===== src/design/lpps_pkg.sv =====
// shared types and constants for the laser point packet serializer
// no dependencies; used by every module of the block
package lpps_pkg;

  localparam int IN_W      = 18;
  localparam int WORD_W    = 16;
  localparam int NUM_ENC   = 8;
  localparam int NUM_COORD = 2;
  localparam int QDEPTH    = 2;

  localparam logic [7:0]  HDR_ID    = 8'h64;
  localparam logic [15:0] CTRL_RATE = 16'h8000;

  // byte positions inside one point's byte stream
  localparam logic [4:0] IDX_HDR_ID   = 5'd0;
  localparam logic [4:0] IDX_CNT_LO   = 5'd1;
  localparam logic [4:0] IDX_CNT_HI   = 5'd2;
  localparam logic [4:0] IDX_FIRST_PT = 5'd5;
  localparam logic [4:0] IDX_LAST     = 5'd22;

  // configuration register indexes
  localparam logic CFG_COORD_SCALE   = 1'b0;
  localparam logic CFG_CHANNEL_SCALE = 1'b1;

  typedef struct packed {
    logic                            start;
    logic [WORD_W-1:0]               count;
    logic                            rate;
    logic                            last_point;
    logic [NUM_ENC-1:0][WORD_W-1:0]  enc;
  } pt_rec_t;

endpackage


===== src/design/lpps_front.sv =====
// front end: takes points, tracks the packet counter and encodes the eight
// sample words with one shared multiplier; depends on lpps_pkg
module lpps_front #(
  parameter int FRACTION_BITS = 16
) (
  input  logic                           clk,
  input  logic                           rst_n,
  input  logic                           in_push,
  output logic                           in_full,
  input  logic                           in_start_packet,
  input  logic [15:0]                    in_point_count,
  input  logic                           in_rate_change,
  input  logic [lpps_pkg::NUM_ENC-1:0][lpps_pkg::IN_W-1:0] in_samples,
  input  logic [14:0]                    coord_scale,
  input  logic [15:0]                    channel_scale,
  output logic                           q_push,
  output lpps_pkg::pt_rec_t              q_rec,
  input  logic                           q_full
);

  localparam int SW = (FRACTION_BITS + 2 > 19) ? FRACTION_BITS + 2 : 19;
  localparam int MW = SW - 1;
  localparam int PW = MW + 16;
  localparam int KW = $clog2(lpps_pkg::NUM_ENC);
  localparam logic [SW-1:0] ONE  = SW'(1) << FRACTION_BITS;
  localparam logic [PW:0]   HALF = (PW + 1)'(1) << (FRACTION_BITS - 1);
  localparam logic [KW-1:0] K_LAST = KW'(lpps_pkg::NUM_ENC - 1);

  // returns {negative, clamped magnitude}
  function automatic logic [MW:0] clamp_mag(input logic [lpps_pkg::IN_W-1:0] raw,
                                            input logic coord);
    logic signed [SW-1:0] sv;
    logic signed [SW-1:0] one_s;
    logic signed [SW-1:0] neg_v;
    logic [MW:0]          res;
    sv    = {{(SW - lpps_pkg::IN_W){raw[lpps_pkg::IN_W-1]}}, raw};
    one_s = $signed(ONE);
    neg_v = -sv;
    if (coord) begin
      if (sv > one_s || sv < -one_s) res = {sv[SW-1], ONE[MW-1:0]};
      else if (sv[SW-1])             res = {1'b1, neg_v[MW-1:0]};
      else                           res = {1'b0, sv[MW-1:0]};
    end else begin
      if (sv[SW-1])         res = '0;
      else if (sv > one_s)  res = {1'b0, ONE[MW-1:0]};
      else                  res = {1'b0, sv[MW-1:0]};
    end
    return res;
  endfunction

  logic                busy_r, busy_nxt;
  logic                issue_r, issue_nxt;
  logic                pv_r, pv_nxt;
  logic                done_r, done_nxt;
  logic [KW-1:0]       k_r, k_nxt;
  logic [15:0]         pl_r, pl_nxt;
  logic [KW-1:0]       pk_r;
  logic [PW-1:0]       prod_r;
  logic [MW-1:0]       mag_r [lpps_pkg::NUM_ENC];
  logic [lpps_pkg::NUM_COORD-1:0] neg_r;
  lpps_pkg::pt_rec_t   rec_r, rec_nxt;

  logic                in_acc;
  logic                push_ok;
  logic [15:0]         base;
  logic [15:0]         scale_sel;
  logic [PW:0]         sum;
  logic [PW:0]         qf;
  logic [15:0]         q16;
  logic [15:0]         enc_val;
  logic                is_coord;

  assign push_ok = done_r && !q_full;
  assign in_full = busy_r && !push_ok;
  assign in_acc  = in_push && !in_full;
  assign q_push  = push_ok;
  assign q_rec   = rec_r;

  assign base      = in_start_packet ? in_point_count : pl_r;
  assign scale_sel = (k_r < KW'(lpps_pkg::NUM_COORD)) ? {1'b0, coord_scale} : channel_scale;

  // rounding of the registered product
  assign is_coord = pk_r < KW'(lpps_pkg::NUM_COORD);
  assign sum      = {1'b0, prod_r} + HALF;
  assign qf       = sum >> FRACTION_BITS;
  assign q16      = qf[15:0];

  always_comb begin
    if (is_coord) begin
      enc_val = neg_r[pk_r[0]] ? 16'(-q16) : q16;
    end else if (qf > (PW + 1)'(channel_scale)) begin
      enc_val = channel_scale;
    end else begin
      enc_val = q16;
    end
  end

  always_comb begin
    busy_nxt  = busy_r;
    issue_nxt = issue_r;
    done_nxt  = done_r;
    k_nxt     = k_r;
    pl_nxt    = pl_r;
    rec_nxt   = rec_r;
    pv_nxt    = issue_r;
    if (push_ok) begin
      busy_nxt = 1'b0;
      done_nxt = 1'b0;
    end
    if (in_acc) begin
      busy_nxt           = 1'b1;
      issue_nxt          = 1'b1;
      k_nxt              = '0;
      done_nxt           = 1'b0;
      rec_nxt.start      = in_start_packet;
      rec_nxt.count      = in_point_count;
      rec_nxt.rate       = in_start_packet && in_rate_change;
      rec_nxt.last_point = base <= 16'd1;
      pl_nxt             = (base == 16'd0) ? 16'd0 : base - 16'd1;
    end
    if (issue_r) begin
      if (k_r == K_LAST) issue_nxt = 1'b0;
      else               k_nxt     = k_r + KW'(1);
    end
    if (pv_r) begin
      rec_nxt.enc[pk_r] = enc_val;
      if (pk_r == K_LAST) done_nxt = 1'b1;
    end
  end

  always_ff @(posedge clk) begin
    if (!rst_n) begin
      busy_r  <= 1'b0;
      issue_r <= 1'b0;
      pv_r    <= 1'b0;
      done_r  <= 1'b0;
      k_r     <= '0;
      pl_r    <= '0;
    end else begin
      busy_r  <= busy_nxt;
      issue_r <= issue_nxt;
      pv_r    <= pv_nxt;
      done_r  <= done_nxt;
      k_r     <= k_nxt;
      pl_r    <= pl_nxt;
    end
  end

  always_ff @(posedge clk) begin
    logic [MW:0] cm;
    rec_r <= rec_nxt;
    if (issue_r) begin
      prod_r <= PW'(mag_r[k_r]) * PW'(scale_sel);
      pk_r   <= k_r;
    end
    if (in_acc) begin
      for (int i = 0; i < lpps_pkg::NUM_ENC; i++) begin
        cm        = clamp_mag(in_samples[i], i < lpps_pkg::NUM_COORD);
        mag_r[i] <= cm[MW-1:0];
        if (i < lpps_pkg::NUM_COORD) neg_r[i] <= cm[MW];
      end
    end
  end

`ifndef SYNTHESIS
  a_issue_busy: assert property (@(posedge clk) disable iff (!rst_n)
    issue_r |-> busy_r && !done_r)
    else $error("multiplier issuing outside a busy point");
  a_done_quiet: assert property (@(posedge clk) disable iff (!rst_n)
    done_r |-> !issue_r && !pv_r)
    else $error("point marked done while words still pending");
`endif

endmodule


===== src/design/lpps_queue.sv =====
// short queue of encoded point requests between front and back
// depends on lpps_pkg for the entry type and depth
module lpps_queue (
  input  logic              clk,
  input  logic              rst_n,
  input  logic              push,
  input  lpps_pkg::pt_rec_t din,
  output logic              full,
  input  logic              pop,
  output lpps_pkg::pt_rec_t dout,
  output logic              empty
);

  localparam int PTR_W = $clog2(lpps_pkg::QDEPTH);
  localparam int CNT_W = $clog2(lpps_pkg::QDEPTH + 1);

  lpps_pkg::pt_rec_t ent_r [lpps_pkg::QDEPTH];
  logic [PTR_W-1:0]  wr_r, rd_r;
  logic [CNT_W-1:0]  cnt_r;
  logic              do_push, do_pop;

  assign full    = cnt_r == CNT_W'(lpps_pkg::QDEPTH);
  assign empty   = cnt_r == '0;
  assign dout    = ent_r[rd_r];
  assign do_push = push && !full;
  assign do_pop  = pop && !empty;

  always_ff @(posedge clk) begin
    if (!rst_n) begin
      wr_r  <= '0;
      rd_r  <= '0;
      cnt_r <= '0;
    end else begin
      if (do_push) wr_r <= (wr_r == PTR_W'(lpps_pkg::QDEPTH - 1)) ? '0 : wr_r + PTR_W'(1);
      if (do_pop)  rd_r <= (rd_r == PTR_W'(lpps_pkg::QDEPTH - 1)) ? '0 : rd_r + PTR_W'(1);
      if (do_push && !do_pop)      cnt_r <= cnt_r + CNT_W'(1);
      else if (do_pop && !do_push) cnt_r <= cnt_r - CNT_W'(1);
    end
  end

  always_ff @(posedge clk) begin
    if (do_push) ent_r[wr_r] <= din;
  end

`ifndef SYNTHESIS
  a_cnt_bound: assert property (@(posedge clk) disable iff (!rst_n)
    cnt_r <= CNT_W'(lpps_pkg::QDEPTH))
    else $error("queue count past depth");
  a_no_overflow: assert property (@(posedge clk) disable iff (!rst_n)
    push |-> !full)
    else $error("push into full queue");
`endif

endmodule


===== src/design/lpps_back.sv =====
// back end: walks each encoded point byte by byte into the output register
// depends on lpps_pkg for the entry type and byte positions
module lpps_back (
  input  logic              clk,
  input  logic              rst_n,
  input  lpps_pkg::pt_rec_t q_rec,
  input  logic              q_empty,
  output logic              q_pop,
  output logic              out_empty,
  input  logic              out_pop,
  output logic [7:0]        out_data_byte,
  output logic              out_last_of_point,
  output logic              out_end_of_packet
);

  lpps_pkg::pt_rec_t cur_r;
  logic              active_r;
  logic [4:0]        idx_r;
  logic              ov_r;
  logic [7:0]        byte_r;
  logic              lop_r, eop_r;

  logic              adv, take, at_last, load_new;
  logic [4:0]        j;
  logic [3:0]        w;
  logic [15:0]       word;
  logic [7:0]        byte_val;

  assign adv      = !ov_r || out_pop;
  assign take     = adv && active_r;
  assign at_last  = idx_r == lpps_pkg::IDX_LAST;
  assign load_new = !q_empty && (!active_r || (take && at_last));
  assign q_pop    = load_new;

  assign j = idx_r - lpps_pkg::IDX_FIRST_PT;
  assign w = j[4:1];

  always_comb begin
    if (w == 4'd0) begin
      word = cur_r.rate ? lpps_pkg::CTRL_RATE : 16'd0;
    end else begin
      word = cur_r.enc[3'(w - 4'd1)];
    end
  end

  always_comb begin
    unique case (idx_r)
      lpps_pkg::IDX_HDR_ID: byte_val = lpps_pkg::HDR_ID;
      lpps_pkg::IDX_CNT_LO: byte_val = cur_r.count[7:0];
      lpps_pkg::IDX_CNT_HI: byte_val = cur_r.count[15:8];
      default: begin
        // flags word of the header is zero
        if (idx_r < lpps_pkg::IDX_FIRST_PT) byte_val = 8'd0;
        else                                byte_val = j[0] ? word[15:8] : word[7:0];
      end
    endcase
  end

  always_ff @(posedge clk) begin
    if (!rst_n) begin
      active_r <= 1'b0;
      ov_r     <= 1'b0;
      idx_r    <= '0;
    end else begin
      if (load_new) begin
        active_r <= 1'b1;
        idx_r    <= q_rec.start ? lpps_pkg::IDX_HDR_ID : lpps_pkg::IDX_FIRST_PT;
      end else if (take && at_last) begin
        active_r <= 1'b0;
      end else if (take) begin
        idx_r <= idx_r + 5'd1;
      end
      if (take)         ov_r <= 1'b1;
      else if (out_pop) ov_r <= 1'b0;
    end
  end

  always_ff @(posedge clk) begin
    if (load_new) cur_r <= q_rec;
    if (take) begin
      byte_r <= byte_val;
      lop_r  <= at_last;
      eop_r  <= at_last && cur_r.last_point;
    end
  end

  assign out_empty         = !ov_r;
  assign out_data_byte     = byte_r;
  assign out_last_of_point = lop_r;
  assign out_end_of_packet = eop_r;

`ifndef SYNTHESIS
  a_idx_range: assert property (@(posedge clk) disable iff (!rst_n)
    active_r |-> idx_r <= lpps_pkg::IDX_LAST)
    else $error("byte index past end of point");
  a_eop_lop: assert property (@(posedge clk) disable iff (!rst_n)
    ov_r && eop_r |-> lop_r)
    else $error("end of packet without end of point");
`endif

endmodule


===== src/design/laser_point_packet_serializer.sv =====
// Laser point packet serializer. Each accepted point leaves as 18 bytes (nine
// little-endian words: control, x, y, red, green, blue, intensity, user_one,
// user_two), or 23 bytes when it opens a packet and carries the 5-byte header.
// Bytes come out at one per cycle while points are queued and out_pop drains
// each byte as it shows, a rate set by the single byte output register.
// The front end encodes one point at a time with one shared multiplier and
// a two-entry queue lets it run ahead of the byte stream. Scales are written
// through cfg_ while the block is idle; this binds the user, as the block
// itself does not enforce it; cfg_ready is always high.
module laser_point_packet_serializer #(
  parameter int FRACTION_BITS = 16
) (
  input  logic               clk,
  input  logic               rst_n,
  input  logic               in_push,
  output logic               in_full,
  input  logic               in_start_packet,
  input  logic [15:0]        in_point_count,
  input  logic               in_rate_change,
  input  logic signed [17:0] in_x,
  input  logic signed [17:0] in_y,
  input  logic signed [17:0] in_red,
  input  logic signed [17:0] in_green,
  input  logic signed [17:0] in_blue,
  input  logic signed [17:0] in_intensity,
  input  logic signed [17:0] in_user_one,
  input  logic signed [17:0] in_user_two,
  output logic               out_empty,
  input  logic               out_pop,
  output logic [7:0]         out_data_byte,
  output logic               out_last_of_point,
  output logic               out_end_of_packet,
  input  logic               cfg_valid,
  output logic               cfg_ready,
  input  logic               cfg_index,
  input  logic [15:0]        cfg_data
);

  logic [14:0] coord_scale_r;
  logic [15:0] channel_scale_r;

  logic [lpps_pkg::NUM_ENC-1:0][lpps_pkg::IN_W-1:0] samples;
  logic              q_push, q_full, q_pop, q_empty;
  lpps_pkg::pt_rec_t q_din, q_dout;

  assign cfg_ready = 1'b1;
  assign samples   = {in_user_two, in_user_one, in_intensity, in_blue,
                      in_green, in_red, in_y, in_x};

  always_ff @(posedge clk) begin
    if (!rst_n) begin
      coord_scale_r   <= 15'd32767;
      channel_scale_r <= 16'd65535;
    end else if (cfg_valid && cfg_ready) begin
      case (cfg_index)
        lpps_pkg::CFG_COORD_SCALE:   coord_scale_r   <= cfg_data[14:0];
        lpps_pkg::CFG_CHANNEL_SCALE: channel_scale_r <= cfg_data;
        default: ;
      endcase
    end
  end

  lpps_front #(
    .FRACTION_BITS(FRACTION_BITS)
  ) u_front (
    .clk             (clk),
    .rst_n           (rst_n),
    .in_push         (in_push),
    .in_full         (in_full),
    .in_start_packet (in_start_packet),
    .in_point_count  (in_point_count),
    .in_rate_change  (in_rate_change),
    .in_samples      (samples),
    .coord_scale     (coord_scale_r),
    .channel_scale   (channel_scale_r),
    .q_push          (q_push),
    .q_rec           (q_din),
    .q_full          (q_full)
  );

  lpps_queue u_queue (
    .clk   (clk),
    .rst_n (rst_n),
    .push  (q_push),
    .din   (q_din),
    .full  (q_full),
    .pop   (q_pop),
    .dout  (q_dout),
    .empty (q_empty)
  );

  lpps_back u_back (
    .clk               (clk),
    .rst_n             (rst_n),
    .q_rec             (q_dout),
    .q_empty           (q_empty),
    .q_pop             (q_pop),
    .out_empty         (out_empty),
    .out_pop           (out_pop),
    .out_data_byte     (out_data_byte),
    .out_last_of_point (out_last_of_point),
    .out_end_of_packet (out_end_of_packet)
  );

endmodule

===== config.mk =====
export PLATFORM = sky130hd
export DESIGN_NAME = laser_point_packet_serializer
export DESIGN_NICKNAME = d
export VERILOG_FILES = /design/src/design/lpps_pkg.sv /design/src/design/lpps_front.sv /design/src/design/lpps_queue.sv /design/src/design/lpps_back.sv /design/src/design/laser_point_packet_serializer.sv
export SDC_FILE = /design/constraint.sdc
export NUM_CORES = 2
export LEC_CHECK = 0
export ABC_AREA = 1
export BUFFER_PORTS_ARGS = -buffer_cell sky130_fd_sc_hd__buf_2
export CAP_MARGIN = 20
export CORE_MARGIN = 2
export CORE_UTILIZATION = 45
export CTS_CLUSTER_DIAMETER = 40
export DETAILED_ROUTE_END_ITERATION = 6
export PLACE_DENSITY = 0.6
export SYNTH_ARGS = -nofsm -noshare
export SYNTH_HDL_FRONTEND = slang
export SYNTH_HIERARCHICAL = 1
export SYNTH_SLANG_ARGS = --single-unit

===== constraint.sdc =====
create_clock -name clk -period 25.3 [get_ports clk]
set_input_delay 3.795 -clock clk [delete_from_list [all_inputs] [get_ports clk]]
set_output_delay 3.795 -clock clk [all_outputs]
set_load 0.01 [all_outputs]

==> qor.csv <==
stage,metric,value,unit
sta,setup TNS,0,ns
yosys,"Top FF cell, synth",edfxtp_1,
sta,max_slew headroom,0.2246,
placed_design,GPL Wtd Cong,0.9036,
floorplan,Initial Util,0.4537,
final_layout,register area,24120,µm²
routing,DRT Pass-1 Iters,5,
floorplan,die width,316.0,µm
grt,first-pass GRT wire length,167.0,mm
grt,initial antenna violation count,1,
floorplan,die area,99880,µm²
critical_path,Worst setup SP type,flip-flop,
critical_path,WS Path Type,reg -> reg,
critical_path,CP max FO,39,
grt,final global-route overflow total,0,
floorplan,row count,114,
final_layout,n_diodes,0,
routing,post-route ant nets,0,
critical_path,Crit. End Element,flip-flop,
sta,minimum clock period,7.911,ns
grt,largest net degree at the start of global routing,78,
yosys,asr flop ratio synth,0,
clock_tree,postcts setup bufs,0,
yosys,Mapped Avg Cell Area,11.07,µm²
sta,"Slew Viols, Final",0,
floorplan,Core Region,96570,µm²
clock_tree,clock sink count,825,
clock_tree,total CTS buffers,103,
sta,clk_skew,0.04557,ns
clock_tree,clk root buf,clkbuf_16,
grt,total track usage,0.2221,
final_layout,Fillers,8591,
clock_tree,Post-CTS Hold Buffers,0,
floorplan,I/O Pins,197,
clock_tree,clk slew on worst S/H paths,0.06,ns
final_layout,Nets,4705,
run_status,outcome,finished clean,
sta,Final Hold Viols,0,
routing,DRC,0,
routing,Vias,28668,
routing,final WL,109.2,mm
routing,DR vias/cell,5.191,
critical_path,WP data required,25.71,ns
sta,crit share post-route,0.3127,
sta,Peak Freq,126.4,MHz
final_layout,layout cell share with drive strength beyond 1,0.1521,
placed_design,number of port buffers,195,
final_layout,Multi-input gate area,16830,µm²
clock_tree,Clock Tree Buf Depth,3,
routing,drt wl/cell,19.77,µm
yosys,register area share after synthesis,0.5503,
final_layout,P&R area growth vs syn,13.08,%
job,# Max-Cap Violations,0,
yosys,synthesized area,43810,µm²
routing,first-iteration detailed-routing DRC count,2251,
clock_tree,Worst-Skew Late Latency,0.69,ns
sta,setup violators final,0,
sta,slew at the pin with the worst max-slew slack,1.162,ns
clock_tree,CTS H-Tree Depth,3,
yosys,Post-synth EDFFs,759,
yosys,Syn Inst Count,3958,
hold_path,Hold/Removal Path Class,reg -> reg,
yosys,"Warnings, synthesis",6,
placed_design,DP HPWL,77.15,mm
yosys,library cells used by synthesis,66,
floorplan,Die Y,316.0,µm
clock_tree,post-CTS resize count,0,
critical_path,Crit path arrival time,8.32,ns
clock_tree,CTS tree,built,
sta,RSZ-0062 raised after global routing,no,
grt,number of global-route vias before repair,28519,
yosys,#FFs+latches synth,825,
cells by family (layout without fill, tap and decap cells):
| kind of cell | Yosys count | after routing | synth area share |
|---|---|---|---|
| compound gates | 353 | 353 | 0.04720 |
| xor+xnor | 58 | 58 | 0.01194 |
| fa+ha+maj | 356 | 356 | 0.1395 |
| buf+inv | 717 | 1004 | 0.06754 |
| flops | 825 | 825 | 0.5503 |
| mux | 148 | 148 | 0.03809 |
| other cells | 2 | 4 | 0.0001714 |
| simple gates | 1499 | 1499 | 0.1452 |
cells in the mapped netlist (24+ instances only):
master	count	area [µm²]
edfxtp_1	759	22790
nand2_1	651	2444
inv_1	558	2095
nor2_1	486	1824
nand3_1	233	1166
fa_1	221	4424
o21ai_0	164	820.8
mux2_2	147	1655
ha_1	135	1689
a21oi_1	88	440.4
dfxtp_1	66	1321
clkbuf_1	60	225.2
xor2_1	40	350.3
nand4_1	33	206.5
buf_2	32	160.2
o221ai_1	30	262.8
buf_6	24	270.3
stage by stage:
stage               instance area, µm²  hold WS (ns)  cells  setup slack, ns  utilization
detailed placement               45980        0.4290   5333            17.49       0.4761
global route                     49550        0.4291   5523            16.91       0.5131
CTS                              49510        0.4210   5520            17.47       0.5127
global placement                 45970        0.4216   5332            17.54       0.4760
finish                           49550        0.4149   5523            17.39       0.5131
floorplan                        43820        0.4214   3960            12.93            -
layer usage:
layer  GRT usage  part of all wire  vias up
met5           0                 0        -
met2      0.3856              0.49      871
li1            -                 -    13590
met4     0.08337             0.039        0
met3     0.02727             0.051      225
met1      0.2856              0.42    13982
registers in the layout (all words and copies together), names as in the netlist, 2 cells and up, named ones only:
signal                cells
channel_scale_r          16
coord_scale_r            15
u_back/cur_r            146
u_back/idx_r              5
u_back/out_data_byte      8
u_front/k_r               3
u_front/mag_r           138
u_front/neg_r             2
u_front/pk_r              3
u_front/pl_r             16
u_front/prod_r           19
u_front/q_rec           147
u_queue/cnt_r             2
u_queue/ent_r           294
final timing paths:
kind,start,slack [ns],cells after the start,end
hold / removal,u_front/q_rec[104]$_DFFE_PP_,0.41,0,u_queue/ent_r[1][104]$_DFFE_PP_
hold reg to reg,u_front/q_rec[104]$_DFFE_PP_,0.41,0,u_queue/ent_r[1][104]$_DFFE_PP_
setup / recovery,u_front/k_r[1]$_SDFF_PN0_,17.39,27,u_front/prod_r[27]$_DFFE_PP_
setup reg to reg,u_front/k_r[1]$_SDFF_PN0_,17.39,27,u_front/prod_r[27]$_DFFE_PP_
placed cells by master (no fill, tap or decap), types with 8 or more instances in the layout:
cell type   Yosys  final
nor3_1         18     18
o21ai_0       164    163
buf_2          32    195
clkinv_2        0     19
inv_6           0      8
nand4_1        33     33
ha_1          135    134
clkbuf_16       0    104
dfxtp_1        66     64
nand2_4         8      8
o221ai_1       30     30
o21ai_2         7      8
nor2_4          4     14
fa_1          221    221
clkinvlp_4      0      8
nor2_2          9     10
a21oi_1        88     88
mux2_2        147    147
clkinv_1        7     16
o21ai_1        15     15
buf_4          12     34
xnor2_1        16     16
edfxtp_1      759    759
nor4_1         17     17
nand2_2         9      9
o21bai_1        9      9
clkbuf_1       60     10
inv_2          21     21
xor2_1         40     40
nand3_1       233    233
nand2_1       651    651
inv_1         558    557
nor2_1        486    475
bufinv_16       0     11
area by class of cell:
type,instances,share of cell area
sequential,825,0.4868
multi-input combinational,2418,0.3397
clock buffer,114,0.05328
inverter,587,0.04462
tap,1276,0.03222
timing repair buffer,230,0.02525
clock inverter,73,0.01811
critical path, cell delays in order (launching register included):
cell      delay [ns]
dfxtp_1         0.29
buf_4           0.26
inv_1           0.77
o21ai_0         0.23
o221ai_1        0.37
nand2_1         0.37
clkinv_1        0.32
nand2_1         0.11
fa_1            0.50
inv_1           0.06
fa_1            0.55
inv_1           0.07
fa_1            0.48
inv_1           0.06
fa_1            0.51
fa_1            0.55
inv_1           0.05
fa_1            0.53
inv_1           0.05
ha_1            0.31
a21oi_1         0.19
o21ai_0         0.19
a21oi_1         0.26
nor2_1          0.07
a211oi_1        0.28
nand2_1         0.09
nand2_1         0.07
nand2_1         0.05
Power is not shown: default switching activity piles up to over one toggle a cycle in this logic, so the estimate is an artifact.
